[src/udp_port_listener_table_macros.svh]
// Assertion macros for the UDP port listener table.
// Included by files that carry concurrent checks; expects aclk and aresetn in scope.
`ifndef UDP_PORT_LISTENER_TABLE_MACROS_SVH
`define UDP_PORT_LISTENER_TABLE_MACROS_SVH

// Condition that must hold at every edge out of reset.
`define UPLT_ASSERT_ALWAYS(lbl, cond, msg) \
    lbl: assert property (@(posedge aclk) disable iff (!aresetn) (cond)) else $error(msg);

// Same-cycle implication.
`define UPLT_ASSERT_IMPL(lbl, ante, cons, msg) \
    lbl: assert property (@(posedge aclk) disable iff (!aresetn) (ante) |-> (cons)) \
        else $error(msg);

// Next-cycle implication.
`define UPLT_ASSERT_NEXT(lbl, ante, cons, msg) \
    lbl: assert property (@(posedge aclk) disable iff (!aresetn) (ante) |=> (cons)) \
        else $error(msg);

`endif

[src/uplt_pkg.sv]
// Shared types and constants for the UDP port listener table.
// No dependencies; imported by the controller, datapath and top level.
package uplt_pkg;

    localparam int DEF_MAX_LISTENERS   = 16;
    localparam int DEF_HANDLER_ID_BITS = 8;

    localparam int KIND_W   = 2;
    localparam int PORT_W   = 16;
    localparam int HID_W    = 8;
    localparam int STATUS_W = 3;
    localparam int COUNT_W  = 5;

    localparam logic [KIND_W-1:0] KIND_REGISTER   = 2'd0;
    localparam logic [KIND_W-1:0] KIND_UNREGISTER = 2'd1;
    localparam logic [KIND_W-1:0] KIND_LOOKUP     = 2'd2;

    localparam logic [STATUS_W-1:0] ST_REGISTERED = 3'd0;
    localparam logic [STATUS_W-1:0] ST_IN_USE     = 3'd1;
    localparam logic [STATUS_W-1:0] ST_FULL       = 3'd2;
    localparam logic [STATUS_W-1:0] ST_REMOVED    = 3'd3;
    localparam logic [STATUS_W-1:0] ST_ABSENT     = 3'd4;
    localparam logic [STATUS_W-1:0] ST_HIT        = 3'd5;

    // Controller to datapath commands.
    typedef struct packed {
        logic capture;  // take request, run the parallel port compare
        logic read;     // encode match, read table entry
        logic exec;     // update table, load result register
    } uplt_cmd_t;

    // Datapath to controller status.
    typedef struct packed {
        logic out_valid;  // result register occupied
    } uplt_stat_t;

endpackage

[src/uplt_ctrl.sv]
// Request sequencer for the UDP port listener table.
// Depends on uplt_pkg; drives the datapath through uplt_cmd_t.
module uplt_ctrl
    import uplt_pkg::*;
(
    input  logic       aclk,
    input  logic       aresetn,
    input  logic       s_tvalid,
    input  logic       m_tready,
    input  uplt_stat_t stat,
    output logic       s_tready,
    output uplt_cmd_t  cmd
);

    localparam logic [1:0] S_IDLE = 2'd0;
    localparam logic [1:0] S_READ = 2'd1;
    localparam logic [1:0] S_EXEC = 2'd2;

    logic [1:0] state_reg;
    logic [1:0] state_next;
    logic       exec_ok;

    assign s_tready = (state_reg == S_IDLE);
    // Result register must be free, or emptied this cycle.
    assign exec_ok  = !stat.out_valid || m_tready;

    assign cmd.capture = s_tvalid && s_tready;
    assign cmd.read    = (state_reg == S_READ);
    assign cmd.exec    = (state_reg == S_EXEC) && exec_ok;

    always_comb begin
        state_next = state_reg;
        case (state_reg)
            S_IDLE: begin
                if (s_tvalid) begin
                    state_next = S_READ;
                end
            end
            S_READ: begin
                state_next = S_EXEC;
            end
            S_EXEC: begin
                if (exec_ok) begin
                    state_next = S_IDLE;
                end
            end
            default: begin
                state_next = S_IDLE;
            end
        endcase
    end

    always_ff @(posedge aclk) begin
        if (!aresetn) begin
            state_reg <= S_IDLE;
        end else begin
            state_reg <= state_next;
        end
    end

endmodule

[src/uplt_dpath.sv]
// Table storage, parallel port compare, compaction and result register.
// Depends on uplt_pkg; sequenced by uplt_ctrl.
module uplt_dpath
    import uplt_pkg::*;
#(
    parameter int MAX_LISTENERS   = DEF_MAX_LISTENERS,
    parameter int HANDLER_ID_BITS = DEF_HANDLER_ID_BITS,
    localparam int CNT_W = $clog2(MAX_LISTENERS + 1),
    localparam int IDX_W = (MAX_LISTENERS > 1) ? $clog2(MAX_LISTENERS) : 1,
    localparam int HB_W  = (HANDLER_ID_BITS < HID_W) ? HANDLER_ID_BITS : HID_W
) (
    input  logic                aclk,
    input  logic                aresetn,
    input  uplt_cmd_t           cmd,
    input  logic [KIND_W-1:0]   in_kind,
    input  logic [PORT_W-1:0]   in_port,
    input  logic [HID_W-1:0]    in_handler_id,
    input  logic                m_tready,
    output uplt_stat_t          stat,
    output logic [STATUS_W-1:0] out_status,
    output logic [HID_W-1:0]    out_found_handler,
    output logic [COUNT_W-1:0]  out_entry_count,
    output logic                out_valid,
    output logic [CNT_W-1:0]    live_count
);

    localparam int ENT_W = PORT_W + HB_W;

    // Table: ports in flops for the compare lanes, full entries in a memory.
    logic [PORT_W-1:0]        port_reg [MAX_LISTENERS];
    logic [ENT_W-1:0]         ent_mem  [MAX_LISTENERS];

    logic [KIND_W-1:0]        kind_reg;
    logic [PORT_W-1:0]        req_port_reg;
    logic [HB_W-1:0]          req_hid_reg;
    logic [MAX_LISTENERS-1:0] match_reg;
    logic [IDX_W-1:0]         slot_reg;
    logic                     hit_reg;
    logic [ENT_W-1:0]         rd_reg;
    logic [CNT_W-1:0]         count_reg;
    logic [CNT_W-1:0]         count_next;

    logic [STATUS_W-1:0]      status_reg;
    logic [HID_W-1:0]         found_reg;
    logic [COUNT_W-1:0]       ocount_reg;
    logic                     ovalid_reg;

    logic [MAX_LISTENERS-1:0] match_c;
    logic [IDX_W-1:0]         slot_c;
    logic [CNT_W-1:0]         last_c;
    logic [IDX_W-1:0]         rd_addr;

    logic                     wr_en;
    logic [IDX_W-1:0]         wr_addr;
    logic [ENT_W-1:0]         wr_data;
    logic [STATUS_W-1:0]      status_c;
    logic [HID_W-1:0]         found_c;

    // One compare lane per slot; only slots below the count take part.
    always_comb begin
        for (int i = 0; i < MAX_LISTENERS; i++) begin
            match_c[i] = (port_reg[i] == in_port) && (count_reg > CNT_W'(i));
        end
    end

    // Ports are unique in the table, so the match vector is one-hot or empty.
    always_comb begin
        slot_c = '0;
        for (int i = 0; i < MAX_LISTENERS; i++) begin
            if (match_reg[i]) begin
                slot_c = slot_c | IDX_W'(i);
            end
        end
    end

    assign last_c  = count_reg - CNT_W'(1);
    assign rd_addr = (kind_reg == KIND_UNREGISTER) ? last_c[IDX_W-1:0] : slot_c;

    always_comb begin
        wr_en      = 1'b0;
        wr_addr    = slot_reg;
        wr_data    = rd_reg;
        count_next = count_reg;
        found_c    = '0;
        status_c   = ST_ABSENT;
        case (kind_reg)
            KIND_REGISTER: begin
                if (hit_reg) begin
                    status_c = ST_IN_USE;
                end else if (count_reg >= CNT_W'(MAX_LISTENERS)) begin
                    status_c = ST_FULL;
                end else begin
                    wr_en      = 1'b1;
                    wr_addr    = count_reg[IDX_W-1:0];
                    wr_data    = {req_port_reg, req_hid_reg};
                    count_next = count_reg + CNT_W'(1);
                    status_c   = ST_REGISTERED;
                end
            end
            KIND_UNREGISTER: begin
                if (hit_reg) begin
                    // Last entry moves into the freed slot.
                    wr_en      = 1'b1;
                    count_next = last_c;
                    status_c   = ST_REMOVED;
                end
            end
            default: begin
                if (hit_reg) begin
                    found_c  = HID_W'(rd_reg[HB_W-1:0]);
                    status_c = ST_HIT;
                end
            end
        endcase
    end

    // Request capture and compare.
    always_ff @(posedge aclk) begin
        if (cmd.capture) begin
            kind_reg     <= in_kind;
            req_port_reg <= in_port;
            req_hid_reg  <= in_handler_id[HB_W-1:0];
            match_reg    <= match_c;
        end
        if (cmd.read) begin
            slot_reg <= slot_c;
            hit_reg  <= |match_reg;
        end
    end

    // Entry memory, registered read.
    always_ff @(posedge aclk) begin
        if (cmd.read) begin
            rd_reg <= ent_mem[rd_addr];
        end
        if (cmd.exec && wr_en) begin
            ent_mem[wr_addr] <= wr_data;
        end
    end

    always_ff @(posedge aclk) begin
        for (int i = 0; i < MAX_LISTENERS; i++) begin
            if (cmd.exec && wr_en && (wr_addr == IDX_W'(i))) begin
                port_reg[i] <= wr_data[ENT_W-1:HB_W];
            end
        end
    end

    always_ff @(posedge aclk) begin
        if (cmd.exec) begin
            status_reg <= status_c;
            found_reg  <= found_c;
            ocount_reg <= COUNT_W'(count_next);
        end
    end

    always_ff @(posedge aclk) begin
        if (!aresetn) begin
            count_reg  <= '0;
            ovalid_reg <= 1'b0;
        end else begin
            if (cmd.exec) begin
                count_reg  <= count_next;
                ovalid_reg <= 1'b1;
            end else if (m_tready) begin
                ovalid_reg <= 1'b0;
            end
        end
    end

    assign stat.out_valid    = ovalid_reg;
    assign out_valid         = ovalid_reg;
    assign out_status        = status_reg;
    assign out_found_handler = found_reg;
    assign out_entry_count   = ocount_reg;
    assign live_count        = count_reg;

endmodule

[src/udp_port_listener_table.sv]
// UDP port listener table, top level.
// Requests arrive on the s_ stream: tuser carries the kind (register, unregister,
// lookup; the unused code is treated as a lookup), tdata the port and handler id.
// Each request gives exactly one result on the m_ stream: tuser carries the status,
// tdata the handler found on a lookup hit and the entry count after the request.
// Entries are kept packed in slots 0..count-1; unregister moves the last entry
// into the freed slot. Register of a port already present reports in use and
// leaves the stored handler alone.
// Steps: on acceptance the request is captured and the compare runs (all slots in
// parallel); then comes the registered entry-memory read, and then the table
// update, which loads the result register and raises m_tvalid.
// One request is in flight at a time and s_tready returns only after the update,
// so a new request is not taken until the previous one has been through it.
// The result sits in an output register; the next request is accepted while it
// waits. If the receiver stalls, the following request stops before its update
// step until the result register is taken, and s_tready stays low meanwhile.
// Reset (aresetn low, synchronous) empties the table and drops any pending result;
// table contents are not cleared, only the count.
`include "udp_port_listener_table_macros.svh"

module udp_port_listener_table
    import uplt_pkg::*;
#(
    parameter int MAX_LISTENERS   = DEF_MAX_LISTENERS,
    parameter int HANDLER_ID_BITS = DEF_HANDLER_ID_BITS
) (
    input  logic        aclk,
    input  logic        aresetn,
    input  logic        s_tvalid,
    output logic        s_tready,
    input  logic [23:0] s_tdata,   // [15:0] port, [23:16] handler_id
    input  logic [1:0]  s_tuser,   // [1:0] kind
    output logic        m_tvalid,
    input  logic        m_tready,
    output logic [15:0] m_tdata,   // [7:0] found_handler, [12:8] entry_count, rest zero
    output logic [2:0]  m_tuser    // [2:0] status
);

    localparam int CNT_W = $clog2(MAX_LISTENERS + 1);

    uplt_cmd_t           cmd;
    uplt_stat_t          stat;
    logic [STATUS_W-1:0] out_status;
    logic [HID_W-1:0]    out_found;
    logic [COUNT_W-1:0]  out_count;
    logic                out_valid;
    logic [CNT_W-1:0]    live_count;

    uplt_ctrl u_ctrl (
        .aclk     (aclk),
        .aresetn  (aresetn),
        .s_tvalid (s_tvalid),
        .m_tready (m_tready),
        .stat     (stat),
        .s_tready (s_tready),
        .cmd      (cmd)
    );

    uplt_dpath #(
        .MAX_LISTENERS   (MAX_LISTENERS),
        .HANDLER_ID_BITS (HANDLER_ID_BITS)
    ) u_dpath (
        .aclk              (aclk),
        .aresetn           (aresetn),
        .cmd               (cmd),
        .in_kind           (s_tuser[KIND_W-1:0]),
        .in_port           (s_tdata[PORT_W-1:0]),
        .in_handler_id     (s_tdata[PORT_W+HID_W-1:PORT_W]),
        .m_tready          (m_tready),
        .stat              (stat),
        .out_status        (out_status),
        .out_found_handler (out_found),
        .out_entry_count   (out_count),
        .out_valid         (out_valid),
        .live_count        (live_count)
    );

    assign m_tvalid = out_valid;
    assign m_tuser  = out_status;
    assign m_tdata  = {3'b000, out_count, out_found};

    // Checks
    `UPLT_ASSERT_ALWAYS(a_count_bound, live_count <= CNT_W'(MAX_LISTENERS), "entry count above table size")
    `UPLT_ASSERT_IMPL(a_full_count, m_tvalid && (m_tuser == ST_FULL), live_count == CNT_W'(MAX_LISTENERS), "table full reported below capacity")
    `UPLT_ASSERT_IMPL(a_miss_zero, m_tvalid && (m_tuser != ST_HIT), m_tdata[HID_W-1:0] == '0, "handler id on a result that is not a hit")
    `UPLT_ASSERT_NEXT(a_one_inflight, s_tvalid && s_tready, !s_tready, "second request taken while one is in flight")

endmodule
[config.mk]
export PLATFORM = sky130hd
export DESIGN_NAME = udp_port_listener_table
export DESIGN_NICKNAME = d
export VERILOG_FILES = /design/src/uplt_pkg.sv /design/src/uplt_ctrl.sv /design/src/uplt_dpath.sv /design/src/udp_port_listener_table.sv
export VERILOG_INCLUDE_DIRS = /design/src /design/src/src
export SDC_FILE = /design/constraint.sdc
export NUM_CORES = 1
export LEC_CHECK = 0
export ABC_AREA = 1
export ABC_CLOCK_PERIOD_IN_PS = 9000
export BUFFER_PORTS_ARGS = -buffer_cell sky130_fd_sc_hd__buf_4
export CAP_MARGIN = 20
export CORE_MARGIN = 4
export CORE_UTILIZATION = 30
export CTS_CLUSTER_DIAMETER = 100
export DETAILED_ROUTE_END_ITERATION = 10
export GPL_TIMING_DRIVEN = 1
export PLACE_DENSITY = 0.53
export SLEW_MARGIN = 20
export SYNTH_ARGS = -nofsm -noshare
export SYNTH_HDL_FRONTEND = slang
export SYNTH_SLANG_ARGS = --single-unit
export TNS_END_PERCENT = 1
[constraint.sdc]
create_clock -name aclk -period 9 [get_ports aclk]
set_input_delay 1.35 -clock aclk [delete_from_list [all_inputs] [get_ports aclk]]
set_output_delay 1.35 -clock aclk [all_outputs]
set_load 0.005 [all_outputs]
Yosys cells after proc, flatten, opt, wreduce, memory -nomap -nowiden
Memories as Yosys holds them, arrays and structs flattened. A register that Yosys moved wholly into a read port is not among the register bits.
Index checks and enable logic that the tools add are counted.
{"block": "totals", "regBits": 71, "latchBits": 0, "ramBits": 640, "rom_bits": 0, "input_bits": 30, "word_cells": 248, "memories": 2}
{"block": "op_classes", "n_addsub": 2, "mul": 0, "div": 0, "n_lt_le_gt_ge": 17, "n_eq_ne": 36, "shift": 0, "muxes": 119, "bitwise": 1, "n_reduce_logical": 59}
{"memory": "u_dpath.ent_mem", "depth": 16, "word_bits": 24, "rd": 1, "rd_ports_with_merged_regs": 1, "wr": 1, "line_no": "uplt_dpath.sv:31", "source": "logic [ENT_W-1:0] ent_mem [MAX_LISTENERS];"}
{"memory": "u_dpath.port_reg", "depth": 16, "word_bits": 16, "rd": 16, "rd_ports_with_merged_regs": 0, "wr": 1, "line_no": "uplt_dpath.sv:30", "source": "logic [PORT_W-1:0] port_reg [MAX_LISTENERS];"}
{"op": "16-bit == test", "n": 16}
{"op": "16-bit OR reduction", "n": 16}
{"op": "16-bit 2-to-1 mux", "n": 15}
{"op": "4-bit 2-to-1 mux", "n": 27}
{"op": "24-bit 2-to-1 mux", "n": 3}
{"op": "1-bit 2-to-1 mux", "n": 56}
{"op": "5-bit by 4-bit greater-than comparator with 1-bit output (second input constant)", "n": 8}
{"op": "1-bit logical AND", "n": 35}
{"op": "4-bit == test (second input constant)", "n": 8}
{"op": "5-bit by 3-bit greater-than comparator with 1-bit output (second input constant)", "n": 4}
{"op": "3-bit 2-to-1 mux", "n": 6}
{"op": "4-bit by 3-bit == test with 1-bit output (second input constant)", "n": 4}
{"op": "5-bit 2-to-1 mux", "n": 3}
{"op": "5-bit by 1-bit greater-than comparator with 1-bit output (second input constant)", "n": 2}
{"op": "5-bit by 2-bit greater-than comparator with 1-bit output (second input constant)", "n": 2}
{"op": "2-bit 2-to-1 mux", "n": 5}
{"op": "5-bit case mux with 2 select lines", "n": 1}
{"op": "4-bit by 2-bit == test with 1-bit output (second input constant)", "n": 2}
{"op": "2-bit case mux with 3 select lines", "n": 1}
{"op": "3-bit case mux with 2 select lines", "n": 1}
{"op": "5-bit by 1-bit adder with 5-bit output (second input constant)", "n": 1}
{"op": "5-bit >= comparator (second input constant)", "n": 1}
{"op": "5-bit by 1-bit subtractor with 5-bit output (second input constant)", "n": 1}
{"op": "2-bit by 1-bit == test with 1-bit output (second input constant)", "n": 2}
{"op": "13 further kinds", "n": 14}

Longest topological paths before layout
Gate-level depths: netlist of run 1.
{"block": "logic_depth", "depth_word": 24, "ltp_mapped": 12}

Hierarchy
From an unflattened synthesis of run 1, not the netlist that was laid out.
{"block": "unflattened", "hier_cells": 2507, "area_unflattened_um2": 24031.8}
{"mod": "uplt_dpath", "instances": 1, "cells_per_inst": 2485, "area_per_inst_um2": 23897.9, "seq_area_each_um2": 14263.7}
{"mod": "uplt_ctrl", "instances": 1, "cells_per_inst": 18, "area_per_inst_um2": 107.6, "seq_area_each_um2": 40.0}
{"mod": "udp_port_listener_table", "instances": 1, "cells_per_inst": 4, "area_per_inst_um2": 26.3, "seq_area_each_um2": 0.0}

Worst setup path after synthesis of run 1
OpenSTA, ideal clock, no wires.
{"block": "synth_path", "path_type": "input-to-reg", "from": "input s_tvalid", "to": "register u_dpath.kind_reg[0], enable pin", "arrival_time_ns": 4.256, "t_required_ns": 8.506, "slack_ns": 4.250, "stages": 2, "path_cell_list": "inv_1 -> nor3_1"}
{"element": "from (decl)", "line_no": "udp_port_listener_table.sv:29", "source": "input logic s_tvalid,"}
{"element": "to (signal assigned)", "line_no": "uplt_dpath.sv:120", "source": "kind_reg <= in_kind;"}
{"element": "to (decl)", "line_no": "uplt_dpath.sv:33", "source": "logic [KIND_W-1:0] kind_reg;"}

Worst setup path in the final report of run 1
{"block": "layout_path", "from": "register u_dpath.count_reg[4] (netlist: u_dpath.live_count[4])", "to": "memory u_dpath.ent_mem[12][21] in the netlist's numbering, enable pin"}
{"block": "layout_via", "elab_chain_len": 7, "word_cells_on_any_way": 10, "cone_classes": "order compare: 1; mux: 8; reduce/logical: 1"}
{"element": "from (decl)", "line_no": "uplt_dpath.sv:40", "source": "logic [CNT_W-1:0] count_reg;"}
{"element": "from (signal assigned)", "line_no": "uplt_dpath.sv:163", "source": "count_reg <= count_next;"}
{"element": "5-bit >= comparator (*)", "line_no": "uplt_dpath.sv:90", "source": "end else if (count_reg >= CNT_W'(MAX_LISTENERS)) begin"}
{"element": "1-bit 2-to-1 mux", "line_no": "uplt_dpath.sv:90"}
{"element": "1-bit 2-to-1 mux", "line_no": "uplt_dpath.sv:88", "source": "if (hit_reg) begin"}
{"element": "1-bit case mux with 2 select lines", "line_no": "uplt_dpath.sv:86", "source": "case (kind_reg)"}
{"element": "1-bit logical AND", "line_no": "uplt_dpath.sv:136", "source": "if (cmd.exec && wr_en) begin"}
{"element": "1-bit 2-to-1 mux", "line_no": "uplt_dpath.sv:136"}
{"element": "1-bit 2-to-1 mux (implied by the code)", "line_no": "uplt_dpath.sv:137", "source": "ent_mem[wr_addr] <= wr_data;"}
{"element": "to (decl)", "line_no": "uplt_dpath.sv:31"}
Every way passes the cells marked *; elsewhere a longest branch is shown, timed or not.

==> results of run 1 <==
[report_power, final]
| group | leakage [nW] | internal, mW | switching (mW) | total [mW] |
|---|---|---|---|---|
| clock | 0.853 | 1.30 | 0.949 | 2.25 |
| combinational | 5.43 | 0.0989 | 0.356 | 0.455 |
| sequential | 4.34 | 2.49 | 0.0129 | 2.51 |
| total | 10.6 | 3.89 | 1.32 | 5.21 |
[area by class of cell]
type / count / area, um2 / share of cell area [%]
Timing Repair Buffer: 84 / 658 / 2.43
Clock inverter: 36 / 337 / 1.24
Inverter: 409 / 1540 / 5.66
Sequential cell: 479 / 14300 / 52.8
Tap cell: 1050 / 1310 / 4.85
Multi-Input combinational cell: 1448 / 7530 / 27.8
Clock buffer: 63 / 1430 / 5.26
Antenna cell: 2 / 5.00 / 0.0185
[metal layers]
metal | global-route usage, % | part of all wire (%) | vias up
met1 | 28.5 | 39 | 9641
met4 | 9.10 | 4.8 | 4
met3 | 4.81 | 11 | 275
li1 | - | - | 8468
met5 | 0 | 0.036 | -
met2 | 33.7 | 45 | 1270
[worst max path at each step]
stage,endpoint,depth (start not counted),startpoint
final,u_dpath.ent_mem[12][21],10,u_dpath.live_count[4]
after global routing,u_dpath.ent_mem[12][21],10,u_dpath.kind_reg[1]
after CTS,u_dpath.port_reg[0][101],8,u_dpath.kind_reg[1]
after detailed placement,u_dpath.match_reg[7],7,s_tdata[12]
after global placement,u_dpath.ent_mem[9][11],8,u_dpath.kind_reg[1]
after floorplan,u_dpath.kind_reg[0],2,s_tvalid
[worst register-to-register path, stage by stage (launching register included)]
cell     delay (ns)
dfxtp_1        0.53
nor2_1         0.12
nand2_2        0.54
inv_2          0.59
or2_1          0.38
o21ai_0        0.22
inv_1          0.18
nor2_1         0.13
nand2_1        0.20
nor2_2         0.45
buf_4          0.37
[stage by stage]
| step | util (%) | hold WS [ns] | worst slack (ns) | total power [mW] |
|---|---|---|---|---|
| 3_3_place_gp | 32.0 | 0.478 | 4.78 | 2.99 |
| 5_1_grt | 34.3 | 0.533 | 4.76 | 5.34 |
| 4_1_cts | 34.3 | 0.507 | 5.03 | 5.21 |
| 3_5_place_dp | 32.1 | 0.495 | 5.00 | 2.99 |
| 6_report | 34.3 | 0.506 | 4.96 | 5.21 |
| 2_1_floorplan | - | 0.444 | 4.25 | 2.77 |
[cell usage in the layout (no fill, tap or decap), drive strengths merged, types with 22 or more instances in the layout]
master	count
o22ai	76
nor4	24
nand2	480
xor2	56
clkbuf	63
clkinv	29
nand3	524
a221oi	36
nor2	77
nand3b	37
o21ai	33
edfxtp	471
nand4	28
xnor2	22
inv	406
buf	84
[kinds of logic (layout without fill, tap and decap cells)]
kind of cell	count (synthesis)	in the layout	share of synthesized area, %
AND/OR/NAND/NOR	1185	1185	22.7
adder cells (fa/ha/maj)	6	6	0.314
other	1	5	0.0157
AO/OA/AOI/OAI	176	176	4.90
buffers and inverters	556	592	9.33
XOR/XNOR	78	78	2.86
flip-flops	479	479	59.9
==> summary.md, run 1 <==
| Metric | Value |
|---|---|
| Status | completed |
| R2r endpoint | u_dpath.ent_mem[12][21] |
| CP Data Required Time | between 9 and 10 ns |
| Largest delay share family, worst path | simple AND/OR/NAND/NOR gates |
| Buffers & Inverters on Critical Path | 3 |
| Post-CTS Hold Buffers | 0 |
| DRT Pass-1 Iters | 6 |
| Final Slew Violations | 0 |
| Clock sink count | 479 |
| Slowest CP cell | inv_2 |
| Skew final | between 0.02 and 0.025 ns |
| Root Buffer | clkbuf_16 |
| Setup CP Type | reg2reg |
| Core box area | 79000 um2 |
| Gr ovfl total | 0 |
| R2r setup slk | around 5 ns |
| PwrDens | around 190 nW/um2 |
| WL/cell | approximately 26 um |
| # DRC | 0 |
| Hold Path Depth | 1 |
| Synth Flop Type | edfxtp_1 |
| Vias | approximately 20000 |
| Vias/cell | ~5.5 |
| Max Fclk | roughly 0.25 GHz |
| Hold Crit Class | reg2reg |
| Layout Area Growth over Synthesis | 13.5% |
| Fin crit period | 4.04 ns |
| Num CTS Buffers | 54 |
| Total GRT Usage | between 20% and 30% |
| Max_slew headroom | between 10% and 20% |
| Fillers | 7979 |
| Syn_area_per_cell | about 9.6 um2 |
| CTS H-tree lvls | 2 |
| First-pass GRT wire length | roughly 130000 um |
| Setup TNS | 0 ns |
| Max Buffers Root-to-Sink | 3 |
| Hold endpoint | u_ctrl.state_reg[0] |
| Synth Instances | between 2000 and 2500 |
| Die Y | ~290 um |
| Cell area after placement | 25300 um2 |
| Synth Register Bits | ~480 |
| Ys async rst share | 0% |
| Syn Std Cell Area | between 20000 and 25000 um2 |
| Count of buffers from port buffering | 47 |
| HP Start | u_ctrl.state_reg[1] |
| Worst path most repeated cell | nor2_1 |
| Crit Path Max Fanout | 38 |
| Unrepaired setup endpoints after global routing | no |
| Post-synth EDFFs | approximately 470 |
| PostCTS Resize Cnt | 0 |
| P_leak | between 10 and 15 nW |
| Post-synth top cells | nand3_1, nand2_1, edfxtp_1 |
| R2R depth | 10 |
| Unique masters post-synth | 40 |
| Setup Fix Bufs, Post-CTS | 0 |
| Initial Util | 30.2% |
| Ranking of synthesized cells by area | edfxtp_1, nand3_1, nand2_1 |
| Die area | about 84000 um2 |
| R2R Path Start | u_dpath.live_count[4] |
| Placer Congestion | around 0.96 |
| Final Setup Violations | 0 |
| Final Instance Area | around 27000 um2 |
| Final cell count without fillers | between 3000 and 4000 |
| Final Hold Fails | 0 |
| Yosys warns | 0 |
| Worst-Margin Slew | about 1.3 ns |
| Final HPWL DP | ~59000 um |
| Max Cap Violations | 0 |
| Post-placement cell count | about 3500 |
| Antenna violations before repair | 4 |
| Final ANT Viol Nets | 0 |
| Max incr delay on CP | 0.57 ns |
| Leading area contributor after synthesis | edfxtp_1 |
| Die Wd | 290 um |
| Layout cells sized above 1 | between 7 and 8% |
| Worst-path cell chain | nor2_1 -> nand2_2 -> inv_2 -> or2_1 -> o21ai_0 -> inv_1 -> nor2_1 -> nand2_1 -> nor2_2 -> buf_4 |
| Vias in the first global route | around 19000 |
| Critical path arrival | 4.34 ns |
| Fin crit share | roughly 45% |
| Worst-path clk slew | around 0.07 ns |
| Number of flip-flops in the largest register | around 250 |
| Rows | slightly above 100 |
| Most numerous cell in the Yosys netlist | nand3_1 |
| # IOs | 51 |
| Worst-Skew Late Latency | about 0.63 ns |
| CP Launch Type | flop |
| Top-area cell type share of the netlist area | between 50% and 60% |
| Setup crit end kind | flop |
| Seq/Total Area, Yosys | 59.9% |
| Drt total wl | about 94000 um |
| Layout Nets | between 2000 and 3000 |
| Max IR drop VDD | about 0.00013 V |
| Initial DRC Count | roughly 2900 |
| Largest net degree at the start of global routing | 98 |
| TritonCTS clock tree | yes |
No activity file was read; power rests on OpenSTA's default activity.
==> inputs of run 2 (changes only) <==
--- a/config.mk
+++ b/config.mk
@@ -6,8 +6,8 @@
 export SDC_FILE = /design/constraint.sdc
 export NUM_CORES = 1
 export LEC_CHECK = 0
-export ABC_AREA = 1
-export ABC_CLOCK_PERIOD_IN_PS = 9000
+export ABC_AREA = 0
+export ABC_CLOCK_PERIOD_IN_PS = 3850
 export BUFFER_PORTS_ARGS = -buffer_cell sky130_fd_sc_hd__buf_4
 export CAP_MARGIN = 20
 export CORE_MARGIN = 4
==> constraint.sdc (replaced) <==
create_clock -name aclk -period 3.85 [get_ports aclk]
set_input_delay 0.5775 -clock aclk [delete_from_list [all_inputs] [get_ports aclk]]
set_output_delay 0.5775 -clock aclk [all_outputs]
set_load 0.005 [all_outputs]
==> run 2 against run 1 <==
Die area down 8.4%. Combinational power grew 39%. Clock power grew 120%. Hold slack worse by 0.35 ns. Count of clock-buffer cells in the layout increased by 1. Register-to-register slack got worse by 4.6 ns. Critical endpoint is now u_dpath.rd_reg[9].
==> summary.md, run 2 <==
| Metric | Value |
|---|---|
| Final Setup Violations | 0 |
| Hold endpoint | u_dpath.req_hid_reg[3] |
| CTS H-tree lvls | 2 |
| Largest net degree at the start of global routing | 59 |
| Pint | about 8.8 mW |
| Unrepaired setup endpoints after global routing | no |
| Fin crit share | about nine tenths |
| Total GRT Usage | 17.2% |
| Syn_area_per_cell | 12.7 um2 |
| Worst-Skew Late Latency | about 0.60 ns |
| Setup crit end kind | flop |
| Vias in the first global route | 14300 |
| # IOs | between 50 and 60 |
| Most frequent cells in the layout | edfxtp_1, nand2_1, a21oi_1, xor2_1, xnor2_1 |
| Max Buffers Root-to-Sink | 3 |
| Root Buffer | clkbuf_16 |
| Final ANT Viol Nets | 0 |
| TritonCTS clock tree | yes |
| Leading area contributor after synthesis | edfxtp_1 |
| Clock share of power | a little over two fifths |
| Antenna violations before repair | 3 |
| Switch share | 22.3% |
| Setup Fix Bufs, Post-CTS | 0 |
| Switching power | around 2.5 mW |
| Layout Nets | about 1800 |
| CP Launch Type | flop |
| Worst setup path startpoint | u_dpath.live_count[0] |
| Final Hold Fails | 0 |
| Worst-path clk slew | 0.06 ns |
| Count of buffers from port buffering | 47 |
| # DRC | 0 |
| Layout Area Growth over Synthesis | 15.7% |
| Critical path arrival | ~3.9 ns |
| R2r endpoint | u_dpath.rd_reg[9] |
| Max IR drop VDD | between 0.0002 and 0.0003 V |
| Worst-path cell chain | clkinv_1 -> ha_1 -> and3b_1 -> a31oi_4 -> buf_12 -> a32oi_1 -> a21oi_1 -> nand2_1 |
| Max Fclk | 0.284 GHz |
| R2r setup slk | 0.33 ns |
| Part of the power in registers | between 50% and 60% |
| Crit Path Max Fanout | 52 |
| Vias/cell | roughly 5.2 |
| Post-CTS Hold Buffers | 0 |
| Synth Register Bits | around 480 |
| Drt total wl | 68200 um |
| Post-synth top cells | edfxtp_1, nand2_1, a21oi_1 |
| CP Data Required Time | around 4.2 ns |
| Max Cap Violations | 0 |
| Fin crit period | about 3.5 ns |
| Final Slew Violations | 0 |
| Clock sink count | 479 |
| PostCTS Resize Cnt | 0 |
| P_leak | 8.26 nW |
| Ranking of synthesized cells by area | edfxtp_1, xor2_1, nand2_1 |
| Initial Util | a little under a third |
| DRT Pass-1 Iters | 5 |
| Final HPWL DP | between 40000 and 50000 um |
| Max incr delay on CP | 0.63 ns |
| PwrDens | roughly 450 nW/um2 |
| Syn Std Cell Area | 21800 um2 |
| Setup CP Type | reg2reg |
| Yosys warns | 0 |
| Placer Congestion | approximately 0.93 |
| Synth Instances | ~1700 |
| Fillers | between 6000 and 7000 |
| Slowest CP cell | a31oi_4 |
| Post-synth EDFFs | 471 |
| Hold Crit Class | in2reg |
| Die Wd | ~280 um |
| Most numerous cell in the Yosys netlist | edfxtp_1 |
| First-pass GRT wire length | between 90000 and 100000 um |
| Layout cells sized above 1 | between 10% and 20% |
| Vias | 14300 |
| Num CTS Buffers | 52 |
| Synth Flop Type | edfxtp_1 |
| Number of flip-flops in the largest register | between 200 and 300 |
| Skew final | approximately 0.026 ns |
| Die area | 77100 um2 |
| R2R depth | 8 |
| Hold Path Depth | 1 |
| Status | completed |
| Ys async rst share | 0% |
| Unique masters post-synth | 51 |
| Max_slew headroom | about a fifth |
| Rows | 98 |
| Top-area cell type share of the netlist area | around 65% |
| Combinational group share of total power | approximately 5.6% |
| R2R Path Start | u_dpath.live_count[0] |
| Die Y | 278 um |
| Worst-Margin Slew | ~1.2 ns |
| Finished Core Util | roughly a third |
| WL/cell | between 20 and 25 um |
| Most common cell after layout, fill and taps aside | edfxtp_1 |
| HP Start | s_tdata[19] |
| Core box area | between 70000 and 80000 um2 |
| Gr ovfl total | 0 |
| Setup TNS | 0 ns |
| Initial DRC Count | ~1500 |
| Seq/Total Area, Yosys | approximately two thirds |
## run 2: cell types whose count changed after synthesis, moves of 74 or more
| cell | change |
|---|---|
| a21oi_1 | +157 |
| o22ai_1 | -74 |
| xnor2_1 | +79 |
| nand3_1 | -490 |
| inv_1 | -394 |
| nand2_1 | -172 |
| xor2_1 | +106 |
## run 2: layout make-up
cell class	count	area, um2	share of cell area, %
Sequential cell	479	14300	56.7
Multi-Input combinational cell	1118	7140	28.3
Clock buffer	64	1350	5.33
Tap cell	950	1190	4.71
Timing Repair Buffer	99	943	3.74
Clock inverter	26	277	1.10
Inverter	8	30.0	0.119
Antenna cell	4	10.0	0.0397
## run 2: kinds of logic (layout without fill, tap and decap cells)
logic type      Yosys count  after routing  synth area share, %
compound gates          292            292                 8.30
xor+xnor                263            263                 10.6
fa+ha+maj                 6              6                0.344
buf+inv                 126            197                 2.56
flops                   479            479                 65.5
mux                      49             49                 2.25
other cells               1              7               0.0172
simple gates            505            505                 10.4
## run 2: through the flow
step	power (mW)	setup slack, ns	hold slack [ns]	area (um2)	cells
after CTS	11.4	0.373	0.126	25200	2744
after global placement	6.55	0.460	0.534	23600	2654
final	11.3	0.327	0.157	25200	2748
after detailed placement	6.55	0.420	0.541	23600	2654
after global routing	11.7	0.189	0.130	25200	2745
after floorplan	6.28	0.624	0.508	21800	1723
## run 2: routing by layer
metal / routed length, um / track usage [%] / vias to the layer above
li1: - / - / 6412
met1: 29700 / 23.6 / 7249
met2: 31800 / 27.7 / 502
met3: 4690 / 3.35 / 107
met4: 1940 / 5.02 / 0
met5: 0 / 0 / -
## run 2: power by group through the flow
stage / clock, mW / combinational [mW] / sequential, mW
after floorplan: 0 / 0.368 / 5.91
after global placement: 0 / 0.627 / 5.92
after detailed placement: 0 / 0.629 / 5.92
after CTS: 4.96 / 0.631 / 5.81
after global routing: 5.19 / 0.676 / 5.82
final: 4.87 / 0.631 / 5.82
## run 2: worst max-delay path: cells and delay by family (launching register included)
| kind | cells | cell delay, ns |
|---|---|---|
| AOI/OAI and AO/OA | 3 | 1.20 |
| adders and majority gates | 1 | 0.49 |
| buffers and inverters | 2 | 0.66 |
| DFF | 1 | 0.51 |
| and+or+nand+nor | 2 | 0.34 |
## run 2: worst max path at each step
| stage | cells past startpoint | to |
|---|---|---|
| 2_1_floorplan | 6 | u_dpath.ent_mem[8][0] |
| 3_3_place_gp | 8 | u_dpath.rd_reg[9] |
| 3_5_place_dp | 9 | u_dpath.rd_reg[23] |
| 4_1_cts | 9 | u_dpath.rd_reg[23] |
| 5_1_grt | 9 | u_dpath.rd_reg[23] |
| 6_report | 8 | u_dpath.rd_reg[9] |
